==> src/rtl/ltcl_pkg.sv <==
// Package: types and constants for the LRU tag cache lookup.
`timescale 1ns / 1ps

package ltcl_pkg;

    localparam int CP_W          = 21;
    localparam int FONT_W        = 16;
    localparam int STAMP_W       = 32;
    localparam int SLOT_W        = 6;
    localparam int SLOTS_DEFAULT = 64;

    typedef struct packed {
        logic [CP_W-1:0]   code_point;
        logic [FONT_W-1:0] font_number;
    } req_t;

    typedef struct packed {
        logic              hit;
        logic [SLOT_W-1:0] slot_index;
        logic              evicted;
    } rsp_t;

    // One word of the tag store.
    typedef struct packed {
        logic [CP_W-1:0]    code_point;
        logic [FONT_W-1:0]  font_number;
        logic [STAMP_W-1:0] stamp;
    } entry_t;

endpackage

==> src/rtl/ltcl_tag_ram.sv <==
// Tag store memory: one write port, one read port with registered data.
`timescale 1ns / 1ps

module ltcl_tag_ram #(
    parameter int SLOTS = ltcl_pkg::SLOTS_DEFAULT
) (
    input  logic                     clk,
    input  logic                     we,
    input  logic [$clog2(SLOTS)-1:0] waddr,
    input  ltcl_pkg::entry_t         wdata,
    input  logic                     re,
    input  logic [$clog2(SLOTS)-1:0] raddr,
    output ltcl_pkg::entry_t         rdata
);

    ltcl_pkg::entry_t entry_mem [SLOTS];
    ltcl_pkg::entry_t rd_data_reg;

    always_ff @(posedge clk)
    begin
        if (we)
        begin
            entry_mem[waddr] <= wdata;
        end
    end

    always_ff @(posedge clk)
    begin
        if (re)
        begin
            rd_data_reg <= entry_mem[raddr];
        end
    end

    assign rdata = rd_data_reg;

endmodule

==> src/rtl/ltcl_scan.sv <==
// Scan accumulator: first matching live entry and oldest stamp over one pass.
`timescale 1ns / 1ps

module ltcl_scan #(
    parameter int SLOTS = ltcl_pkg::SLOTS_DEFAULT
) (
    input  logic                       clk,
    input  logic                       rst_n,
    input  logic                       clear,
    input  logic                       vld,
    input  logic [$clog2(SLOTS)-1:0]   idx,
    input  ltcl_pkg::entry_t           entry,
    input  ltcl_pkg::req_t             req,
    input  logic [$clog2(SLOTS+1)-1:0] fill,
    output logic                       found,
    output logic [$clog2(SLOTS)-1:0]   hit_idx,
    output logic [$clog2(SLOTS)-1:0]   old_idx
);

    localparam int IDX_W  = $clog2(SLOTS);
    localparam int FILL_W = $clog2(SLOTS+1);

    logic                         found_reg, found_next;
    logic [IDX_W-1:0]             hit_idx_reg, hit_idx_next;
    logic [IDX_W-1:0]             old_idx_reg, old_idx_next;
    logic [ltcl_pkg::STAMP_W-1:0] oldest_reg, oldest_next;
    logic                         live;
    logic                         match;

    // Entries fill strictly in index order, so the live ones are a prefix.
    assign live  = FILL_W'(idx) < fill;
    assign match = (entry.code_point == req.code_point) &&
                   (entry.font_number == req.font_number);

    always_comb
    begin
        found_next   = found_reg;
        hit_idx_next = hit_idx_reg;
        old_idx_next = old_idx_reg;
        oldest_next  = oldest_reg;
        if (clear)
        begin
            found_next = 1'b0;
        end
        else if (vld)
        begin
            if (live && !found_reg && match)
            begin
                found_next   = 1'b1;
                hit_idx_next = idx;
            end
            if ((idx == '0) || (entry.stamp < oldest_reg))
            begin
                oldest_next  = entry.stamp;
                old_idx_next = idx;
            end
        end
    end

    always_ff @(posedge clk or negedge rst_n)
    begin
        if (!rst_n)
        begin
            found_reg <= 1'b0;
        end
        else
        begin
            found_reg <= found_next;
        end
    end

    always_ff @(posedge clk)
    begin
        hit_idx_reg <= hit_idx_next;
        old_idx_reg <= old_idx_next;
        oldest_reg  <= oldest_next;
    end

    assign found   = found_reg;
    assign hit_idx = hit_idx_reg;
    assign old_idx = old_idx_reg;

endmodule

==> src/rtl/lru_tag_cache_lookup.sv <==
// Top level: fully associative LRU tag cache lookup.
//
//  channel   | handshake          | payload
//  ----------+--------------------+------------------------------
//  request   | start & !busy      | req  (code_point, font_number)
//  response  | done, one cycle    | rsp  (hit, slot_index, evicted)
//
// From accept to the done strobe a transaction does one read of the tag
// memory per slot, a drain state while the last read data folds into the
// scan, one write-back, then the registered done strobe.
// busy drops in the cycle that shows done, so the next transaction can be
// accepted there. No clearing pass: a fill count marks the live entries.
// The response cannot be stalled; done is a single-cycle strobe.
`timescale 1ns / 1ps

module lru_tag_cache_lookup #(
    parameter int SLOTS = ltcl_pkg::SLOTS_DEFAULT
) (
    input  logic           clk,
    input  logic           rst_n,
    input  logic           start,
    output logic           busy,
    input  ltcl_pkg::req_t req,
    output logic           done,
    output ltcl_pkg::rsp_t rsp
);

    localparam int IDX_W  = $clog2(SLOTS);
    localparam int FILL_W = $clog2(SLOTS+1);

    typedef enum logic [3:0] {
        ST_IDLE  = 4'b0001,
        ST_SCAN  = 4'b0010,
        ST_DRAIN = 4'b0100,
        ST_WRITE = 4'b1000
    } state_t;

    state_t                       state_reg, state_next;
    ltcl_pkg::req_t               req_reg;
    logic [IDX_W-1:0]             addr_reg, addr_next;
    logic                         rd_vld_reg;
    logic [IDX_W-1:0]             rd_idx_reg;
    logic [FILL_W-1:0]            fill_reg, fill_next;
    logic [ltcl_pkg::STAMP_W-1:0] use_cnt_reg, use_cnt_next;
    logic                         done_reg, done_next;
    ltcl_pkg::rsp_t               rsp_reg, rsp_next;

    logic                         accept;
    logic                         last_rd;
    logic                         full;
    logic                         found;
    logic [IDX_W-1:0]             hit_idx;
    logic [IDX_W-1:0]             old_idx;
    logic [IDX_W-1:0]             chosen;
    logic [IDX_W+ltcl_pkg::SLOT_W-1:0] chosen_ext;
    logic                         we;
    ltcl_pkg::entry_t             wdata;
    ltcl_pkg::entry_t             rdata;

    assign accept  = start && (state_reg == ST_IDLE);
    assign last_rd = (addr_reg == IDX_W'(SLOTS - 1));
    assign full    = (fill_reg == FILL_W'(SLOTS));

    // Victim choice: hit slot, else first empty slot, else LRU slot.
    assign chosen     = found ? hit_idx : (full ? old_idx : fill_reg[IDX_W-1:0]);
    assign chosen_ext = {{ltcl_pkg::SLOT_W{1'b0}}, chosen};

    assign we                = (state_reg == ST_WRITE);
    assign wdata.code_point  = req_reg.code_point;
    assign wdata.font_number = req_reg.font_number;
    assign wdata.stamp       = use_cnt_next;

    always_comb
    begin
        state_next   = state_reg;
        addr_next    = addr_reg;
        fill_next    = fill_reg;
        use_cnt_next = use_cnt_reg + 1'b1;
        done_next    = 1'b0;
        rsp_next     = rsp_reg;
        case (state_reg)
            ST_IDLE:
            begin
                use_cnt_next = use_cnt_reg;
                if (start)
                begin
                    state_next = ST_SCAN;
                    addr_next  = '0;
                end
            end
            ST_SCAN:
            begin
                use_cnt_next = use_cnt_reg;
                if (last_rd)
                begin
                    state_next = ST_DRAIN;
                end
                else
                begin
                    addr_next = addr_reg + 1'b1;
                end
            end
            ST_DRAIN:
            begin
                // Last read data is on rdata here; the scan unit takes it
                // at the edge that ends this cycle.
                use_cnt_next = use_cnt_reg;
                state_next   = ST_WRITE;
            end
            ST_WRITE:
            begin
                state_next          = ST_IDLE;
                done_next           = 1'b1;
                rsp_next.hit        = found;
                rsp_next.slot_index = chosen_ext[ltcl_pkg::SLOT_W-1:0];
                rsp_next.evicted    = !found && full;
                if (!found && !full)
                begin
                    fill_next = fill_reg + 1'b1;
                end
            end
            default:
            begin
                use_cnt_next = use_cnt_reg;
                state_next   = ST_IDLE;
            end
        endcase
    end

    always_ff @(posedge clk or negedge rst_n)
    begin
        if (!rst_n)
        begin
            state_reg   <= ST_IDLE;
            addr_reg    <= '0;
            rd_vld_reg  <= 1'b0;
            fill_reg    <= '0;
            use_cnt_reg <= '0;
            done_reg    <= 1'b0;
        end
        else
        begin
            state_reg   <= state_next;
            addr_reg    <= addr_next;
            rd_vld_reg  <= (state_reg == ST_SCAN);
            fill_reg    <= fill_next;
            use_cnt_reg <= use_cnt_next;
            done_reg    <= done_next;
        end
    end

    always_ff @(posedge clk)
    begin
        rd_idx_reg <= addr_reg;
        rsp_reg    <= rsp_next;
        if (accept)
        begin
            req_reg <= req;
        end
    end

    ltcl_tag_ram #(
        .SLOTS (SLOTS)
    ) u_ram (
        .clk   (clk),
        .we    (we),
        .waddr (chosen),
        .wdata (wdata),
        .re    (state_reg == ST_SCAN),
        .raddr (addr_reg),
        .rdata (rdata)
    );

    ltcl_scan #(
        .SLOTS (SLOTS)
    ) u_scan (
        .clk     (clk),
        .rst_n   (rst_n),
        .clear   (accept),
        .vld     (rd_vld_reg),
        .idx     (rd_idx_reg),
        .entry   (rdata),
        .req     (req_reg),
        .fill    (fill_reg),
        .found   (found),
        .hit_idx (hit_idx),
        .old_idx (old_idx)
    );

    assign busy = (state_reg != ST_IDLE);
    assign done = done_reg;
    assign rsp  = rsp_reg;

endmodule

==> config.mk <==
export PLATFORM = sky130hd
export DESIGN_NAME = lru_tag_cache_lookup
export DESIGN_NICKNAME = d
export VERILOG_FILES = /design/src/rtl/ltcl_pkg.sv /design/src/rtl/ltcl_tag_ram.sv /design/src/rtl/ltcl_scan.sv /design/src/rtl/lru_tag_cache_lookup.sv
export SDC_FILE = /design/constraint.sdc
export NUM_CORES = 2
export LEC_CHECK = 0
export ABC_CLOCK_PERIOD_IN_PS = 7300
export BUFFER_PORTS_ARGS = -buffer_cell sky130_fd_sc_hd__buf_2
export CAP_MARGIN = 20
export CORE_MARGIN = 2
export CORE_UTILIZATION = 26
export CTS_BUF_LIST = sky130_fd_sc_hd__clkbuf_16
export DETAILED_ROUTE_END_ITERATION = 6
export GPL_TIMING_DRIVEN = 0
export MAX_ROUTING_LAYER = met4
export SYNTH_ARGS = -nofsm -noshare
export SYNTH_HDL_FRONTEND = slang
export SYNTH_MEMORY_MAX_BITS = 65536
export SYNTH_SLANG_ARGS = --single-unit
==> constraint.sdc <==
create_clock -name clk -period 7.3 [get_ports clk]
set_input_delay 1.825 -clock clk [delete_from_list [all_inputs] [get_ports clk]]
set_output_delay 1.825 -clock clk [all_outputs]
set_load 0.1 [all_outputs]
; Word-level counts from Yosys, hierarchy flattened
; Memories as Yosys holds them, arrays and structs flattened. A register that Yosys moved wholly into a read port is not among the register bits.
; Cells that the tools add are included.
[totals]
regBits = 147
mem_bits_rw = 4416
inputBits = 40
out_inout_bits = 10
word_cells = 68
n_memories = 1
[memory_table]
columns = memory, words, word_bits, rd, rd_clocked_by_memory_dff, write_ports, line
row1 = u_ram.entry_mem, 64, 69, 1, 1, 1, ltcl_tag_ram.sv:16  ; ltcl_pkg::entry_t entry_mem [SLOTS];
[op_classes]
addsub = 3
order_cmp = 2
n_eq_ne = 12
mux = 14
n_bitwise = 1
n_reduce_logical = 19
[ops]
columns = cell, n
row1 = "adder 32 x 1 -> 32 bit, second input constant", 1
row2 = less-than comparator 32 bit, 1
row3 = 2-to-1 mux 32 bit, 1
row4 = 2-to-1 mux 6 bit, 4
row5 = == test 21 bit, 1
row6 = == test 16 bit, 1
row7 = one-hot mux 4 bit (3 select lines), 1
row8 = one-hot mux 6 bit (2 select lines), 1
row9 = AND reduction 3 bit, 3
row10 = 2-to-1 mux 4 bit, 2
row11 = "adder 7 x 1 -> 7 bit, second input constant", 1
row12 = "== test 7 bit, second input constant", 1
row13 = less-than comparator 6 x 7 -> 1 bit, 1
row14 = "adder 6 x 1 -> 6 bit, second input constant", 1
row15 = "== test 6 bit, second input constant", 1
row16 = logical AND 1 bit, 6
row17 = zero test 6 bit, 1
row18 = "inequality test 2 bit, second input constant", 3
row19 = AND reduction 2 bit, 3
row20 = nonzero test 2 bit, 3
row21 = 2-to-1 mux 1 bit, 5
row22 = "== test 4 x 1 -> 1 bit, second input constant", 1
row23 = "== test 4 x 2 -> 1 bit, second input constant", 1
row24 = "== test 4 x 3 -> 1 bit, second input constant", 1
row25 = 5 further kinds, 6

; Longest topological paths before layout
[depth]
depth_word = 6
ltp_mapped = 12
mapped_depth_nobuf = 9

; Cells and area by module
; Synthesis repeated with hierarchy kept, for this count alone.
[unflattened]
cells_unflattened = 7517
hier_area_um2 = 175278.1
[modules_own_cells]
columns = module, n_inst, cells_each, area_per_inst_um2, seq_area_each_um2
row1 = ltcl_tag_ram, 1, 7005, 168604.2, 134679.2
row2 = lru_tag_cache_lookup, 1, 281, 3963.8, 2748.9
row3 = ltcl_scan, 1, 231, 2710.1, 1346.3

; Worst setup path after synthesis
; OpenSTA, ideal clock, no wires.
[synth_path]
path_kind = flip-flop to flip-flop
start = reg fill_reg[0]
end = mem u_ram.entry_mem[32][0] in the netlist's numbering (enable)
setup_time_ps = 497
arrival_time_ps = 4961
t_required_ps = 6803
slack_ps = 1842
path_stages_with_launch = 10
n_path_buf = 0
synth_period_minus_slack_ps = 5458
cell_sequence = dfrtp_1 -> inv_1 -> ha_1 -> nor4b_2 -> a31o_2 -> mux2i_1 -> inv_1 -> nor2_1 -> or4b_1 -> nor2_1
[synth_via]
elab_chain_cells = 3
[synth_rtl]
columns = element, line
row1 = start: declaration, lru_tag_cache_lookup.sv:43  ; logic [FILL_W-1:0] fill_reg, fill_next;
row2 = start signal: assignment, lru_tag_cache_lookup.sv:146  ; fill_reg <= fill_next;
row3 = == test 7 bit, lru_tag_cache_lookup.sv:62  ; assign full = (fill_reg == FILL_W'(SLOTS));
row4 = 2-to-1 mux 6 bit (2 in series), lru_tag_cache_lookup.sv:65  ; assign chosen = found ? hit_idx : (full ? old_idx : fill_reg[IDX_W-1:0]);
row5 = via chosen[4], lru_tag_cache_lookup.sv:54  ; logic [IDX_W-1:0] chosen;
row6 = end: declaration, ltcl_tag_ram.sv:16
; The timed path passes the listed nets, and every way through them passes these cells.

; Final worst setup path
[layout_path]
start = reg fill_reg[0]
end = mem u_ram.entry_mem[42][4] in the netlist's numbering (enable)
; Same word-level chain as after synthesis.

==> key figures <==
Global routing
  – Total grt overflow: 0
  – GRT Util Overall: 0.175
  – Vias in the first global route: 88500
  – Antenna violations before repair: 41
  – Largest net degree at the start of global routing: 57
  – First-pass GRT wire length: 805 mm

Yosys
  – Yosys cell types: 66
  – Area contributors post-synth: edfxtp_1, mux4_2, mux2i_1
  – Async set-or-reset flop fraction in the synthesized netlist: 0.0112
  – Flip-flop and latch count after synthesis: 4632
  – Syn avg cell area: 23.0 um^2
  – Post-synthesis sequential area ratio: 0.786
  – Net count after synthesis: 7748
  – Cell Area, Synth: 177000 um^2
  – YS warnings: 0
  – Cell count after synthesis: 7668
  – Most used DFF post-synth: edfxtp_1
  – Post-synth top area share: 0.778
  – Post-synth EDFFs: 4574
  – Synth area leader: edfxtp_1

Place
  – Placed cell areas: 199000 um^2
  – Port Buffers: 49
  – DP Wirelength: 424 mm
  – DP Worst Slack: 1870 ps
  – GPL Wtd Cong: 0.942

Floorplan
  – Full die area: 686000 um^2
  – Die Wd: 828 um
  – Starting density of the core: 0.261
  – Core Region: 677000 um^2
  – Height of the die: 828 um
  – Placement row count: 302
  – # IOs: 50

CTS
  – Sink Count: 4632
  – Reg clk slew, reported paths: 60 ps
  – H-tree Lvls: 5
  – Maximum clock path buffer count: 4
  – Gates resized, CTS repair: 0
  – CTS Hold Bufs: 0
  – Num CTS Buffers: 459
  – Clock Tree Root: clkbuf_16
  – Postcts setup bufs: 0
  – CTS tree: yes
  – Clk_lat worst skew: 1060 ps

Critical path
  – Origin of the critical flop-to-flop path: fill_reg[0]
  – Most frequent CP cell: buf_12
  – Critical path's slowest cell: nor2_4
  – Critical path type: reg2reg
  – Crit-path max cell delay: 970 ps
  – Critical path origin: fill_reg[0]
  – Cell chain of the critical path: inv_1 -> ha_1 -> nor4b_2 -> a31oi_1 -> o21ai_1 -> nand3_1 -> nor2_4 -> buf_16 -> buf_12 -> buf_12
  – Worst Path Max Fanout: 23
  – Arrival time worst endpoint: 6320 ps
  – Setup crit start kind: flop
  – Req. time, crit path: 8030 ps
  – Crit. End Element: flop

Routing
  – Starting DRC count in detailed routing: 17800
  – WL final: 610 mm
  – DR vias: 93900
  – DRC: 2
  – Antenna-violating nets left: 0
  – WL per Instance: 33.7 um
  – Vias/cell: 5.20
  – Drt pass-1 iters: 7

Worst hold path
  – HP Class: reg2reg
  – Hold Startpoint: addr_reg[4]

Timing
  – Worst slew margin: 0.105
  – Final setup vio count: 0
  – Final hold viol count: 0
  – Final setup TNS: 0 ps
  – Final WS setup: 1710 ps
  – Final Max Slew Viols: 0
  – Final Skew: 90.1 ps
  – RSZ-0062 raised after global routing: false
  – Final period util: 0.765
  – Period minus WS final: 5590 ps
  – Slew @ Worst Pin: 1340 ps
  – Max Freq: 179 MHz

Power and ir drop
  – PwrDens: 303 nW/um^2
  – Clk network pwr share: 0.354
  – Worst vdd ir: 0.000232 V
  – Power Internal: 46800 uW
  – LEAKAGE: 0.0605 uW
  – P_sw: 18000 uW
  – Switching share of total power: 0.278
  – Combinational fraction of design power: 0.180
  – Sequential Power Share: 0.466

Status
  – Status: finished with violations
  – Failing checks: DRC

Cells and area
  – Final Util: 0.316
  – Max FFs per register: 4416
  – Fraction of layout cells with a size suffix above 1: 0.292
  – Final Instance Area: 214000 um^2
  – Fill cells: 63500
  – Final #Nets: 8770
  – Layout Area Growth over Synthesis: 21.1%

Run
  – Max Cap Viol: 0
layout make-up:
| type | count | area, um^2 | area share |
|---|---|---|---|
| Antenna cell | 34 | 85.1 | 0.000398 |
| Inverter | 53 | 204 | 0.000953 |
| Buffer | 398 | 2030 | 0.00947 |
| Tap cell | 8968 | 11200 | 0.0525 |
| Multi-Input combinational cell | 2585 | 36500 | 0.171 |
| Clock buffer | 462 | 11600 | 0.0540 |
| Timing Repair Buffer | 561 | 10600 | 0.0497 |
| Clock inverter | 389 | 2910 | 0.0136 |
| Sequential cell | 4632 | 139000 | 0.649 |
power groups by stage:
stage / clock network, uW / registers (uW) / logic, uW
detailed placement: 0 / 30800 / 11500
CTS: 23000 / 30200 / 11500
floorplan: 0 / 31000 / 5800
finish: 22900 / 30200 / 11700
global placement: 0 / 31600 / 9960
global route: 24000 / 30200 / 11800
logic make-up (layout without fill, tap and decap cells):
family / Yosys count / in the layout / synth area share
flops: 4632 / 4632 / 0.786
mux: 1508 / 1508 / 0.163
compound gates: 560 / 560 / 0.0216
buf+inv: 451 / 1863 / 0.0125
simple gates: 402 / 402 / 0.0103
xor+xnor: 75 / 75 / 0.00372
fa+ha+maj: 40 / 40 / 0.00283
other cells: 0 / 34 / 0
worst max-delay path: cells and delay by family (launching register included):
kind                     cells  cell delay, ps
AO/OA/AOI/OAI                2            1110
buffers and inverters        4             890
AND/OR/NAND/NOR              3            2620
adder cells (fa/ha/maj)      1             160
flip-flops                   1             420
per-stage QoR:
step	hold slack (ps)	power, uW	std cells
2_1_floorplan	345	36800	7668
3_3_place_gp	354	41500	16700
3_5_place_dp	357	42200	17200
4_1_cts	384	64800	18000
5_1_grt	398	66100	18100
6_report	393	64900	18100
cell usage after synthesis, types with 22 or more instances:
master / n
buf_2: 173
o221ai_1: 35
nand3_1: 22
buf_1: 38
a21oi_1: 42
o211ai_1: 22
mux2i_1: 409
buf_4: 39
o22ai_1: 113
a2111oi_0: 39
a211o_1: 46
inv_1: 53
o21ai_0: 133
xor2_1: 22
dfrtp_1: 51
mux4_2: 1099
xnor2_1: 53
ha_1: 40
nand2_1: 63
clkbuf_1: 128
nand4_1: 24
a211oi_1: 34
edfxtp_1: 4574
nor2_1: 216
worst paths after layout:
path	to	slack, ps	depth (start not counted)
min in group asynchronous	use_cnt_reg[3]	840	1
worst min register to register	rd_idx_reg[4]	390	0
worst max register to register	u_ram.entry_mem[42][4]	1710	10
max in group asynchronous	done	5720	2
worst min-delay path	rd_idx_reg[4]	390	0
worst max-delay path	u_ram.entry_mem[42][4]	1710	10
layer usage:
layer | up-vias | global-route usage | share of wire
met4 | 0 | 0.0918 | 0.066
met1 | 50100 | 0.224 | 0.37
met3 | 1530 | 0.0475 | 0.13
met2 | 7390 | 0.256 | 0.44
met5 | - | - | 0
li1 | 34900 | - | -
layout by cell type, fill, tap and decap left out, types with 111 or more instances in the layout:
master,instances
clkbuf_16,462
o21ai_0,133
edfxtp_1,4574
buf_2,236
mux4_2,1099
clkinv_1,111
clkbuf_1,118
inv_1,163
nor2_1,152
o22ai_1,113
mux2i_1,409
buf_12,248
buf_16,132
No activity file was read; power rests on OpenSTA's default activity.
